--- src/hsj_pkg.sv ---
// ----------------------------------------------------------------------------
// hsj_pkg
// Shared types, constants and helpers of the seven-point heat stencil block.
// ----------------------------------------------------------------------------
package hsj_pkg;

	localparam int SIZE_W    = 7;
	localparam int COEF_W    = 18;
	localparam int DATA_W    = 32;
	localparam int RES_W     = 64;
	localparam int CNT_W     = 8;
	localparam int DIST_W    = 16;
	localparam int CFG_IDX_W = 3;
	localparam int PROD_W    = DATA_W + COEF_W;
	localparam int ACC_W     = PROD_W + 4;

	localparam logic [CFG_IDX_W-1:0] REG_SIZE_X   = 3'd0;
	localparam logic [CFG_IDX_W-1:0] REG_SIZE_Y   = 3'd1;
	localparam logic [CFG_IDX_W-1:0] REG_SIZE_Z   = 3'd2;
	localparam logic [CFG_IDX_W-1:0] REG_CENTER   = 3'd3;
	localparam logic [CFG_IDX_W-1:0] REG_WEIGHT_X = 3'd4;
	localparam logic [CFG_IDX_W-1:0] REG_WEIGHT_Y = 3'd5;
	localparam logic [CFG_IDX_W-1:0] REG_WEIGHT_Z = 3'd6;

	localparam logic [SIZE_W-1:0] SIZE_RESET   = 7'd16;
	localparam logic [COEF_W-1:0] CENTER_RESET = 18'd16384;
	localparam logic [COEF_W-1:0] WEIGHT_RESET = 18'd8192;

	// One queued item: the sample and what the front decided about it.
	typedef struct packed {
		logic [DATA_W-1:0] sample;
		logic              first;
		logic              emit;
		logic              last;
		logic [CNT_W-1:0]  row_len;
		logic [DIST_W-1:0] plane_len;
	} job_t;

	typedef struct packed {
		logic signed [COEF_W-1:0] center;
		logic signed [COEF_W-1:0] wx;
		logic signed [COEF_W-1:0] wy;
		logic signed [COEF_W-1:0] wz;
	} coef_t;

	// Zero acts as one, and a size above the maximum acts as the maximum.
	function automatic logic [CNT_W-1:0] eff_size(input logic [SIZE_W-1:0] v, input int maxv);
		logic [CNT_W-1:0] s;
		s = CNT_W'(v);
		if (s == '0) s = CNT_W'(1);
		if (int'(s) > maxv) s = CNT_W'(maxv);
		return s;
	endfunction

endpackage

--- src/hsj_queue.sv ---
// ----------------------------------------------------------------------------
// hsj_queue
// Two-entry queue of classified items between the front and the back.
// ----------------------------------------------------------------------------
module hsj_queue (
	input  logic          clk,
	input  logic          arst_n,
	input  logic          push,
	input  hsj_pkg::job_t push_job,
	output logic          full,
	input  logic          pop,
	output logic          head_valid,
	output hsj_pkg::job_t head
);

	hsj_pkg::job_t entry_q [2];
	logic          wr_q;
	logic          rd_q;
	logic [1:0]    count_q;

	assign full       = (count_q == 2'd2);
	assign head_valid = (count_q != 2'd0);
	assign head       = entry_q[rd_q];

	always_ff @(posedge clk) begin
		if (push) entry_q[wr_q] <= push_job;
	end

	always_ff @(posedge clk or negedge arst_n) begin
		if (!arst_n) begin
			wr_q    <= 1'b0;
			rd_q    <= 1'b0;
			count_q <= 2'd0;
		end else begin
			if (push) wr_q <= ~wr_q;
			if (pop) rd_q <= ~rd_q;
			count_q <= count_q + 2'(push) - 2'(pop);
		end
	end

endmodule

--- config.mk ---
export PLATFORM = sky130hd
export DESIGN_NAME = hsj_queue
export DESIGN_NICKNAME = d
export VERILOG_FILES = /design/src/hsj_pkg.sv /design/src/hsj_queue.sv
export SDC_FILE = /design/constraint.sdc
export NUM_CORES = 1
export LEC_CHECK = 0
export ABC_AREA = 1
export BUFFER_PORTS_ARGS = -buffer_cell sky130_fd_sc_hd__buf_2
export CAP_MARGIN = 20
export CORE_ASPECT_RATIO = 0.6
export CORE_MARGIN = 2
export CORE_UTILIZATION = 47
export DETAILED_ROUTE_END_ITERATION = 12
export PLACE_DENSITY = 0.76
export SYNTH_ARGS = -nofsm -noshare
export SYNTH_HDL_FRONTEND = slang
export SYNTH_SLANG_ARGS = --single-unit
--- constraint.sdc ---
create_clock -name clk -period 3.1 [get_ports clk]
set_clock_uncertainty 0.1 [all_clocks]
set_input_delay 0.31 -clock clk [delete_from_list [all_inputs] [get_ports clk]]
set_output_delay 0.31 -clock clk [all_outputs]
set_load 0.01 [all_outputs]
==> run metrics <==
outcome=complete, no violations; placed cell count=about 580; Pwr Density=slightly below 900 nW/um^2; endpoints failing setup=0; height of the die=around 81 um; Max VDD drop=approximately 0.55 mV; Post-DP HPWL=about 5600 um; sequential area share after synthesis=79.5%; Die Area=between 10,000 and 15,000 sq um; Slew headroom=52.2%; Min Hold Slack=just under 0.03 ns; GRT Overall Usage=between 10% and 20%; GP Congestion=between 0.7 and 0.8; drt drc=0; R2R depth=2; first-pass GRT wire length=14,600 um; post_cts resized=0; syn_area_per_cell=about 14 sq um; final hold violations=0; IO Pins=approximately 120; WL/cell=around 14 um; Worst Setup EP=head[55]; Max Cap Violations=0; CP Launch Point=rd_q; R2R Path End=entry_q[0][37]; Initial Utilization=approximately 49%; DIE WIDTH=between 100 and 150 um; Tmin final=around 2.4 ns; design area=roughly 6500 sq um; Layout Cells excl Fill=666; Critical R2R Launch=wr_q; largest fanout on the critical path=between 70 and 80; TritonCTS clock tree=yes; Core Box Area=~9300 sq um; syn nets=between 300 and 400; # rows=27; initial antenna violation count=0; nets=slightly below 600; setup TNS=0 ns; via count of the first global-routing pass=roughly 3k; share of post-route cells with drive strength above 1=around 29%; largest net degree at the start of global routing=76; yosys warns=0; Pins Over Slew Limit=0; Post-Syn Area=approximately 4600 sq um; critical path type=reg2out; post-synthesis mux area share=0%; HP Start=push_job[30]; Reg clk slew, reported paths=~0.050 ns; Via density=between 4 and 5; placed cell area=roughly 5300 sq um; clock latency on the worst-skew pair=approximately 0.40 ns; setup bufs post-CTS=0; Worst Hold Class=in2reg; total wire length=about 9200 um; DR pass1 iterations=4; Inserted Clock Buffers=17; Req. time, crit path=between 2 and 3 ns; Final Cycle Share=between 70% and 80%; antenna-violating nets left=0; cells after synthesis=around 330; largest area contributor in the netlist=edfxtp_1; clk buf depth=2; CTS Root Cell=clkbuf_16; final core occ=a little over two thirds; htree depth=4; CP Capture Type=output pin; Sink Count=roughly 120; measured slew at the worst slew-check pin=a little over 0.7 ns; initial drt markers=220; largest cells by area after synthesis=edfxtp_1, o21ai_1, inv_1, nand2_1, dfrtp_1; Netlist cell types=13; Overflow after GRT=0; Area growth syn-to-layout=41.0%; Synth Register Bits=between 100 and 150; Leak Pwr=roughly 2.8 nW; Arr. time, crit path=1.97 ns; Setup crit start kind=flop; Max Fclk=420 MHz; via count=3,027; Post-Synth Adder-Cell Area=less than 1%; Post-Synth XOR/XNOR Area=0.382%; largest family of logic cells by synthesized area=buffers and inverters; Ant. Diodes=0; RSZ-0062 raised after global routing=false; setup slack, reg-to-reg=around 1.4 ns; top cell type's share of synthesized area=a little under 80%; Synth Area in Compound Gates=between 6 and 7%; Port Buffers=~120; simple-gate share of the synthesized area=5.68%
cell families after synthesis:
| group | count (synthesis) |
|---|---|
| DFF | 122 |
| buffers and inverters | 79 |
| and+or+nand+nor | 69 |
| AOI/OAI and AO/OA | 59 |
| xor gates and xnor gates | 2 |
| adders and majority gates | 2 |
Yosys cell counts (all sizes together):
| library cell | instances |
|---|---|
| nand2 | 66 |
| nor2 | 2 |
| inv | 66 |
| dfrtp | 4 |
| edfxtp | 118 |
| xor2 | 2 |
| ha | 2 |
| o21ai | 59 |
| buf | 13 |
| nand3 | 1 |
worst max-delay path, stage by stage (launching register included):
cell     delay, ns
dfrtp_4       0.87
buf_12        0.29
nand2_1       0.07
o21ai_1       0.11
buf_2         0.17
what timing repair did:
action                                  4_1_cts  5_1_grt
endpoints found under the setup margin        0        0
hold buffers                                 58        0
endpoints found under the hold margin       116        0
through the flow:
stage / setup WS, ns / power, mW
finish: 0.720 / 5.70
global route: 0.543 / 6.03
CTS: 0.693 / 5.76
detailed placement: 1.15 / 3.88
global placement: 1.19 / 3.83
floorplan: 0.624 / 3.29
power by group:
group | total [mW] | internal [mW] | leakage (nW) | switching, mW
logic | 1.48 | 0.594 | 1.37 | 0.887
registers | 2.41 | 2.20 | 1.15 | 0.217
clock network | 1.80 | 1.17 | 0.270 | 0.633
total | 5.70 | 3.96 | 2.80 | 1.74
how the worst min path moves through the flow:
stage                                 to  slack [ns]  depth (start not counted)
after floorplan               count_q[0]       -0.09                          0
after global placement        count_q[0]        0.02                          1
after detailed placement      count_q[1]        0.02                          1
after CTS                  entry_q[1][0]       0.005                          1
after global routing       entry_q[1][0]       0.002                          1
final                     entry_q[0][30]        0.03                          1
sequential cells by signal, indices dropped and copies added, names as in the netlist:
name	flops
entry_q	118
count_q	2
rd_q	1
wr_q	1
cell usage in the layout (no fill, tap or decap):
master | netlist | layout
buf_12 | 0 | 3
buf_2 | 5 | 123
bufinv_16 | 0 | 2
clkbuf_1 | 0 | 5
clkbuf_16 | 0 | 17
clkinv_1 | 0 | 2
clkinv_2 | 0 | 5
clkinv_4 | 0 | 1
dfrtp_1 | 4 | 3
dfrtp_4 | 0 | 1
dlygate4sd3_1 | 0 | 58
edfxtp_1 | 118 | 118
ha_1 | 2 | 2
inv_1 | 66 | 65
inv_2 | 0 | 1
nand2_1 | 66 | 66
nand3_1 | 1 | 1
nor2_1 | 2 | 1
nor2_4 | 0 | 1
o21ai_0 | 5 | 5
o21ai_1 | 54 | 54
xor2_1 | 2 | 2
routing by layer:
layer  vias up  track usage [%]  wire [um]
met5         -                0          0
met3         5             7.58        573
met4         0             6.52         42
met2       101             30.6       4590
met1      1420             22.3       3990
li1       1501                -          -
area by class of cell:
| cell class | instances | area (sq um) |
|---|---|---|
| Clock inverter | 10 | 101 |
| Tap cell | 130 | 163 |
| Fill cell | 643 | 2860 |
| Multi-Input combinational cell | 132 | 606 |
| Inverter | 66 | 248 |
| Timing Repair Buffer | 184 | 1260 |
| Clock buffer | 22 | 444 |
| Sequential cell | 122 | 3650 |
No activity file was read; power rests on OpenSTA's default activity.
