==> src/hsj_pkg.sv <==
// ----------------------------------------------------------------------------
// hsj_pkg
// Shared types, constants and helpers of the seven-point heat stencil block.
// ----------------------------------------------------------------------------
package hsj_pkg;

	localparam int SIZE_W    = 7;
	localparam int COEF_W    = 18;
	localparam int DATA_W    = 32;
	localparam int RES_W     = 64;
	localparam int CNT_W     = 8;
	localparam int DIST_W    = 16;
	localparam int CFG_IDX_W = 3;
	localparam int PROD_W    = DATA_W + COEF_W;
	localparam int ACC_W     = PROD_W + 4;

	localparam logic [CFG_IDX_W-1:0] REG_SIZE_X   = 3'd0;
	localparam logic [CFG_IDX_W-1:0] REG_SIZE_Y   = 3'd1;
	localparam logic [CFG_IDX_W-1:0] REG_SIZE_Z   = 3'd2;
	localparam logic [CFG_IDX_W-1:0] REG_CENTER   = 3'd3;
	localparam logic [CFG_IDX_W-1:0] REG_WEIGHT_X = 3'd4;
	localparam logic [CFG_IDX_W-1:0] REG_WEIGHT_Y = 3'd5;
	localparam logic [CFG_IDX_W-1:0] REG_WEIGHT_Z = 3'd6;

	localparam logic [SIZE_W-1:0] SIZE_RESET   = 7'd16;
	localparam logic [COEF_W-1:0] CENTER_RESET = 18'd16384;
	localparam logic [COEF_W-1:0] WEIGHT_RESET = 18'd8192;

	// One queued item: the sample and what the front decided about it.
	typedef struct packed {
		logic [DATA_W-1:0] sample;
		logic              first;
		logic              emit;
		logic              last;
		logic [CNT_W-1:0]  row_len;
		logic [DIST_W-1:0] plane_len;
	} job_t;

	typedef struct packed {
		logic signed [COEF_W-1:0] center;
		logic signed [COEF_W-1:0] wx;
		logic signed [COEF_W-1:0] wy;
		logic signed [COEF_W-1:0] wz;
	} coef_t;

	// Zero acts as one, and a size above the maximum acts as the maximum.
	function automatic logic [CNT_W-1:0] eff_size(input logic [SIZE_W-1:0] v, input int maxv);
		logic [CNT_W-1:0] s;
		s = CNT_W'(v);
		if (s == '0) s = CNT_W'(1);
		if (int'(s) > maxv) s = CNT_W'(maxv);
		return s;
	endfunction

endpackage

==> src/hsj_if.sv <==
// ----------------------------------------------------------------------------
// hsj_if
// Valid/ready channels of the heat stencil block: samples in, results out.
// ----------------------------------------------------------------------------
interface hsj_sample_if;
	logic                              valid;
	logic                              ready;
	logic signed [hsj_pkg::DATA_W-1:0] sample;

	modport source (output valid, output sample, input ready);
	modport sink   (input valid, input sample, output ready);
endinterface


==> src/hsj_front.sv <==
// ----------------------------------------------------------------------------
// hsj_front
// Accepts samples, tracks the raster position and classifies each item.
// ----------------------------------------------------------------------------
module hsj_front #(
	parameter int MAX_X = 64,
	parameter int MAX_Y = 64,
	parameter int MAX_Z = 64
) (
	input  logic                        clk,
	input  logic                        arst_n,
	hsj_sample_if.sink                  sample_ch,
	input  logic [hsj_pkg::SIZE_W-1:0]  size_x,
	input  logic [hsj_pkg::SIZE_W-1:0]  size_y,
	input  logic [hsj_pkg::SIZE_W-1:0]  size_z,
	input  logic                        restart,
	input  logic                        q_full,
	output logic                        push,
	output hsj_pkg::job_t               push_job
);

	logic [hsj_pkg::CNT_W-1:0] sx, sy, sz;
	logic [hsj_pkg::CNT_W-1:0] col_q, row_q, plane_q;
	logic [hsj_pkg::CNT_W-1:0] row_len, col_h;
	logic                      col_end, row_end, plane_end;

	assign sx      = hsj_pkg::eff_size(size_x, MAX_X);
	assign sy      = hsj_pkg::eff_size(size_y, MAX_Y);
	assign sz      = hsj_pkg::eff_size(size_z, MAX_Z);
	assign row_len = sx + hsj_pkg::CNT_W'(2);
	assign col_h   = sy + hsj_pkg::CNT_W'(2);

	assign sample_ch.ready = !q_full;
	assign push            = sample_ch.valid && !q_full;

	assign col_end   = (col_q == sx + hsj_pkg::CNT_W'(1));
	assign row_end   = (row_q == sy + hsj_pkg::CNT_W'(1));
	assign plane_end = (plane_q == sz + hsj_pkg::CNT_W'(1));

	always_comb begin
		push_job.sample    = sample_ch.sample;
		push_job.first     = (col_q == '0) && (row_q == '0) && (plane_q == '0);
		push_job.emit      = (col_q >= hsj_pkg::CNT_W'(1)) && (col_q <= sx)
			&& (row_q >= hsj_pkg::CNT_W'(1)) && (row_q <= sy)
			&& (plane_q >= hsj_pkg::CNT_W'(2)) && (plane_q <= sz + hsj_pkg::CNT_W'(1));
		push_job.last      = (col_q == sx) && (row_q == sy) && plane_end;
		push_job.row_len   = row_len;
		push_job.plane_len = hsj_pkg::DIST_W'(row_len) * hsj_pkg::DIST_W'(col_h);
	end

	always_ff @(posedge clk or negedge arst_n) begin
		if (!arst_n) begin
			col_q   <= '0;
			row_q   <= '0;
			plane_q <= '0;
		end else if (restart) begin
			col_q   <= '0;
			row_q   <= '0;
			plane_q <= '0;
		end else if (push) begin
			if (!col_end) begin
				col_q <= col_q + hsj_pkg::CNT_W'(1);
			end else begin
				col_q <= '0;
				if (!row_end) begin
					row_q <= row_q + hsj_pkg::CNT_W'(1);
				end else begin
					row_q   <= '0;
					plane_q <= plane_end ? '0 : plane_q + hsj_pkg::CNT_W'(1);
				end
			end
		end
	end

endmodule

==> src/flat_wrapper.sv <==
// flat-port wrapper written by rule: the top's interface ports become plain ports
module hsj_front_flat 
#(
	parameter int MAX_X = 64,
	parameter int MAX_Y = 64,
	parameter int MAX_Z = 64
)
  (clk, arst_n, size_x, size_y, size_z, restart, q_full, push, push_job, sample_ch_valid, sample_ch_sample, sample_ch_ready);
  hsj_sample_if sample_ch_i ();
  input  logic clk;
  input  logic arst_n;
  input  logic [hsj_pkg::SIZE_W-1:0] size_x;
  input  logic [hsj_pkg::SIZE_W-1:0] size_y;
  input  logic [hsj_pkg::SIZE_W-1:0] size_z;
  input  logic restart;
  input  logic q_full;
  output logic push;
  output hsj_pkg::job_t push_job;
  input wire logic [$bits(sample_ch_i.valid)-1:0] sample_ch_valid;
  input wire logic [$bits(sample_ch_i.sample)-1:0] sample_ch_sample;
  output wire logic [$bits(sample_ch_i.ready)-1:0] sample_ch_ready;
  assign sample_ch_i.valid = sample_ch_valid;
  assign sample_ch_i.sample = sample_ch_sample;
  assign sample_ch_ready = sample_ch_i.ready;
  hsj_front #(.MAX_X(MAX_X), .MAX_Y(MAX_Y), .MAX_Z(MAX_Z)) u_core (.clk(clk), .arst_n(arst_n), .sample_ch(sample_ch_i), .size_x(size_x), .size_y(size_y), .size_z(size_z), .restart(restart), .q_full(q_full), .push(push), .push_job(push_job));
endmodule
==> config.mk <==
export PLATFORM = sky130hd
export DESIGN_NAME = hsj_front_flat
export DESIGN_NICKNAME = d
export VERILOG_FILES = /design/src/hsj_pkg.sv /design/src/hsj_if.sv /design/src/hsj_front.sv /design/src/flat_wrapper.sv
export SDC_FILE = /design/constraint.sdc
export NUM_CORES = 1
export LEC_CHECK = 0
export BUFFER_PORTS_ARGS = -buffer_cell sky130_fd_sc_hd__buf_2
export CAP_MARGIN = 20
export CORE_MARGIN = 3
export CORE_UTILIZATION = 45
export DETAILED_ROUTE_END_ITERATION = 8
export PLACE_DENSITY = 0.69
export SYNTH_ARGS = -nofsm -noshare
export SYNTH_HDL_FRONTEND = slang
export SYNTH_SLANG_ARGS = --single-unit
==> constraint.sdc <==
create_clock -name clk -period 11.39 [get_ports clk]
set_input_delay 2.278 -clock clk [delete_from_list [all_inputs] [get_ports clk]]
set_output_delay 2.278 -clock clk [all_outputs]
set_load 0.1 [all_outputs]
==> metrics.yaml <==
power_and_ir_drop:
  p_switching_uw: 587
  peakVddDrop_mv: 0.501
  swShare_pct: 65.4
  combPwrFrac_pct: 80.4
  p_seq_share_pct: 11.0
  finalPower_uw: 898
  cellPowerDensity_nw_per_um2: 173
  internal-power_uw: 311
  pwr-share-clk_pct: 8.5
  p_leak_uw: 0.00265
synth:
  synth.most_common_cell: "inv_1"
  synth_top_area_share_pct: 18.2
  ys.flop_type: "dfrtp_1"
  synth_area_leader_cell: "ha_1"
  netlist_area_um2: 4940
  synth.area.top_cells: "ha_1 (18%), fa_1 (15%), dfrtp_1 (12%), inv_1 (5.7%), buf_4 (5.2%)"
  postSynthAreaPerCell_um2: 8.31
  yosys_register_bits: 24
  syn_inst: 595
  yosys_warnings: 0
  yosysSeqAreaShare_pct: 12.1
  yosys.cell_types.count: 67
  synth.top_cells.by_count: "inv_1 (75), ha_1 (72), nor2_1 (64), fa_1 (36), buf_4 (34)"
  async_flop_share_pct: 100
  synth_edf_count: 0
die:
  core_um2: 10500
  die_h_um: 111
  die_area_um2: 12300
  start_util_pct: 47.0
  ios: 119
  die_w_um: 111
  rows: 37
clock_network:
  cts_max_level: 1
  cts_hold_buf: 0
  cts_sinks: 24
  clk_latency_ns: 0.27
  clockBufferDepth: 2
  cts_buffers: 3
  postCtsSetupBuffers: 0
  clk_pin_slew_ns: 0.09
  cts_resized: 0
  root_buffer: "clkbuf_8"
  cts_tree: "yes"
placement:
  gp_congestion: 0.896
  io_buffers: 53
  dp_hpwl_um: 9130
sta:
  fin_crit_ns: 10.28
  drv_slew: 0
  finalSetupViolations: 0
  worst_slew_pin_slew_ns: 1.07
  max_slew_margin_pct: 28.4
  fin_skew_ns: 0.00375
  max_freq_mhz: 97.2
  rsz0062_at_grt: "no"
  final_hold_viol_count: 0
  fin_setup_tns_ns: 0
  fin_crit_sh_pct: 90.3
setup_path:
  reg2reg_to: "u_core.plane_q[6]"
  cp_data_required_time_ns: 9.11
  worst-path-max-fanout: 10
  r2r-start: "u_core.row_q[0]"
  ff2ff_path_depth: 8
  startpoint_type: "input port"
  critPathLaunch: "size_y[6]"
  end_kind: "output pin"
  crit_arrival_ns: 8.01
  rrSetupSlack_ns: 8.59
  setup.worst_path.class: "in -> out"
final_layout:
  antenna_cells: 0
  area_growth_pct: 5.19
  drive_gt1_share_pct: 12.7
  n_fill_cell: 1004
  nets: 790
min_path:
  hold_depth: 1
  hold_start: "u_core.plane_q[7]"
  whs_endpoint: "u_core.plane_q[7]"
  hold_class: "reg -> reg"
outcome:
  status: "finished clean"
grt:
  grt_pass1_vias: 4212
  antenna_found_initial: 0
  grt.total_usage_pct: 18.3
  grt_max_degree: 25
  grt_pass1_wl_um: 19500
  grt-ovfl-total: 0
routing:
  viasPerCell: 5.56
  dr.pass1.iters: 5
  drc: 0
  drtIter0Drc: 257
  ant_nets: 0
  num_vias: 4221
  wirelength_um: 11100
  drt-wirelength-per-cell_um: 14.6
job:
  cap_violations: 0
==> state kept, by name, summed over array words and instances (netlist names) <==
| register | count |
|---|---|
| u_core.col_q | 8 |
| u_core.plane_q | 8 |
| u_core.row_q | 8 |
==> power groups by stage <==
stage	combinational, µW	sequential, µW	clock [µW]
floorplan	675	96.2	0
global placement	715	100	0
detailed placement	725	100	0
CTS	728	98.9	79.0
global route	780	100	83.0
finish	722	99.1	76.6
==> how the worst max path moves through the flow <==
stage / end
after floorplan: push_job[11]
after global placement: push_job[15]
after detailed placement: push_job[15]
after CTS: push_job[15]
after global routing: push_job[15]
final: push_job[15]
==> worst max-delay path, cell delays in order <==
cell,delay (ns)
buf_2,0.16
inv_1,0.18
nand2_1,0.15
inv_1,0.21
ha_1,0.32
xor2_1,0.49
nor2_1,0.13
fa_1,0.54
inv_1,0.05
fa_1,0.49
inv_1,0.06
fa_1,0.54
inv_1,0.06
fa_1,0.53
inv_1,0.04
ha_1,0.31
a21boi_0,0.33
o31a_1,0.23
o211ai_1,0.14
a21oi_1,0.20
xnor2_1,0.13
buf_2,0.44
==> layer usage <==
| metal | up-vias | GRT usage, % | wire length [µm] |
|---|---|---|---|
| met4 | 0 | 3.69 | 126 |
| li1 | 2024 | - | - |
| met2 | 149 | 31.3 | 5380 |
| met3 | 14 | 3.17 | 661 |
| met1 | 2034 | 24.2 | 4910 |
| met5 | - | 0 | 0 |
==> stage by stage <==
stage | hold slack (ns) | worst slack [ns] | instance area (µm²) | instances | utilization [%]
global route | 0.557 | 0.663 | 5200 | 759 | 49.5
CTS | 0.529 | 1.12 | 5200 | 759 | 49.5
floorplan | 0.482 | 0.531 | 5000 | 610 | -
detailed placement | 0.516 | 1.14 | 5130 | 755 | 48.8
finish | 0.535 | 1.11 | 5200 | 759 | 49.5
global placement | 0.518 | 1.34 | 5130 | 755 | 48.8
==> layout by cell type, fill, tap and decap left out, drive strengths merged, types with 4 or more instances in the layout <==
cell / n
inv: 75
ha: 72
nor2: 65
buf: 55
fa: 36
xnor2: 27
nand3: 25
dfrtp: 24
o21ai: 24
nand2: 21
conb: 17
nand2b: 16
nor2b: 16
a21oi: 16
and3: 13
xor2: 12
o31ai: 10
o21a: 10
nor3: 10
nand4: 8
a31oi: 7
or2: 6
or3: 5
or4: 4
a2111oi: 4
==> cells by family after synthesis <==
family / count (synthesis) / synth area share [%]
muxes: 2 / 0.430
other: 2 / 0.152
adders and majority gates: 108 / 32.8
buffers and inverters: 121 / 12.2
DFF: 24 / 12.1
and+or+nand+nor: 201 / 21.0
xor gates and xnor gates: 39 / 6.91
AOI/OAI and AO/OA: 98 / 14.3
==> layout make-up <==
type	count	area, µm²	share of cell area (%)
flip-flops and latches	24	601	11.5
repair buffers	55	280	5.39
multi-input cells	465	3800	73.0
clock buffers	3	41.3	0.794
clock inverters	1	30.0	0.577
inverters	75	282	5.41
well taps	136	170	3.27
Power figures use the tool's default switching activity.
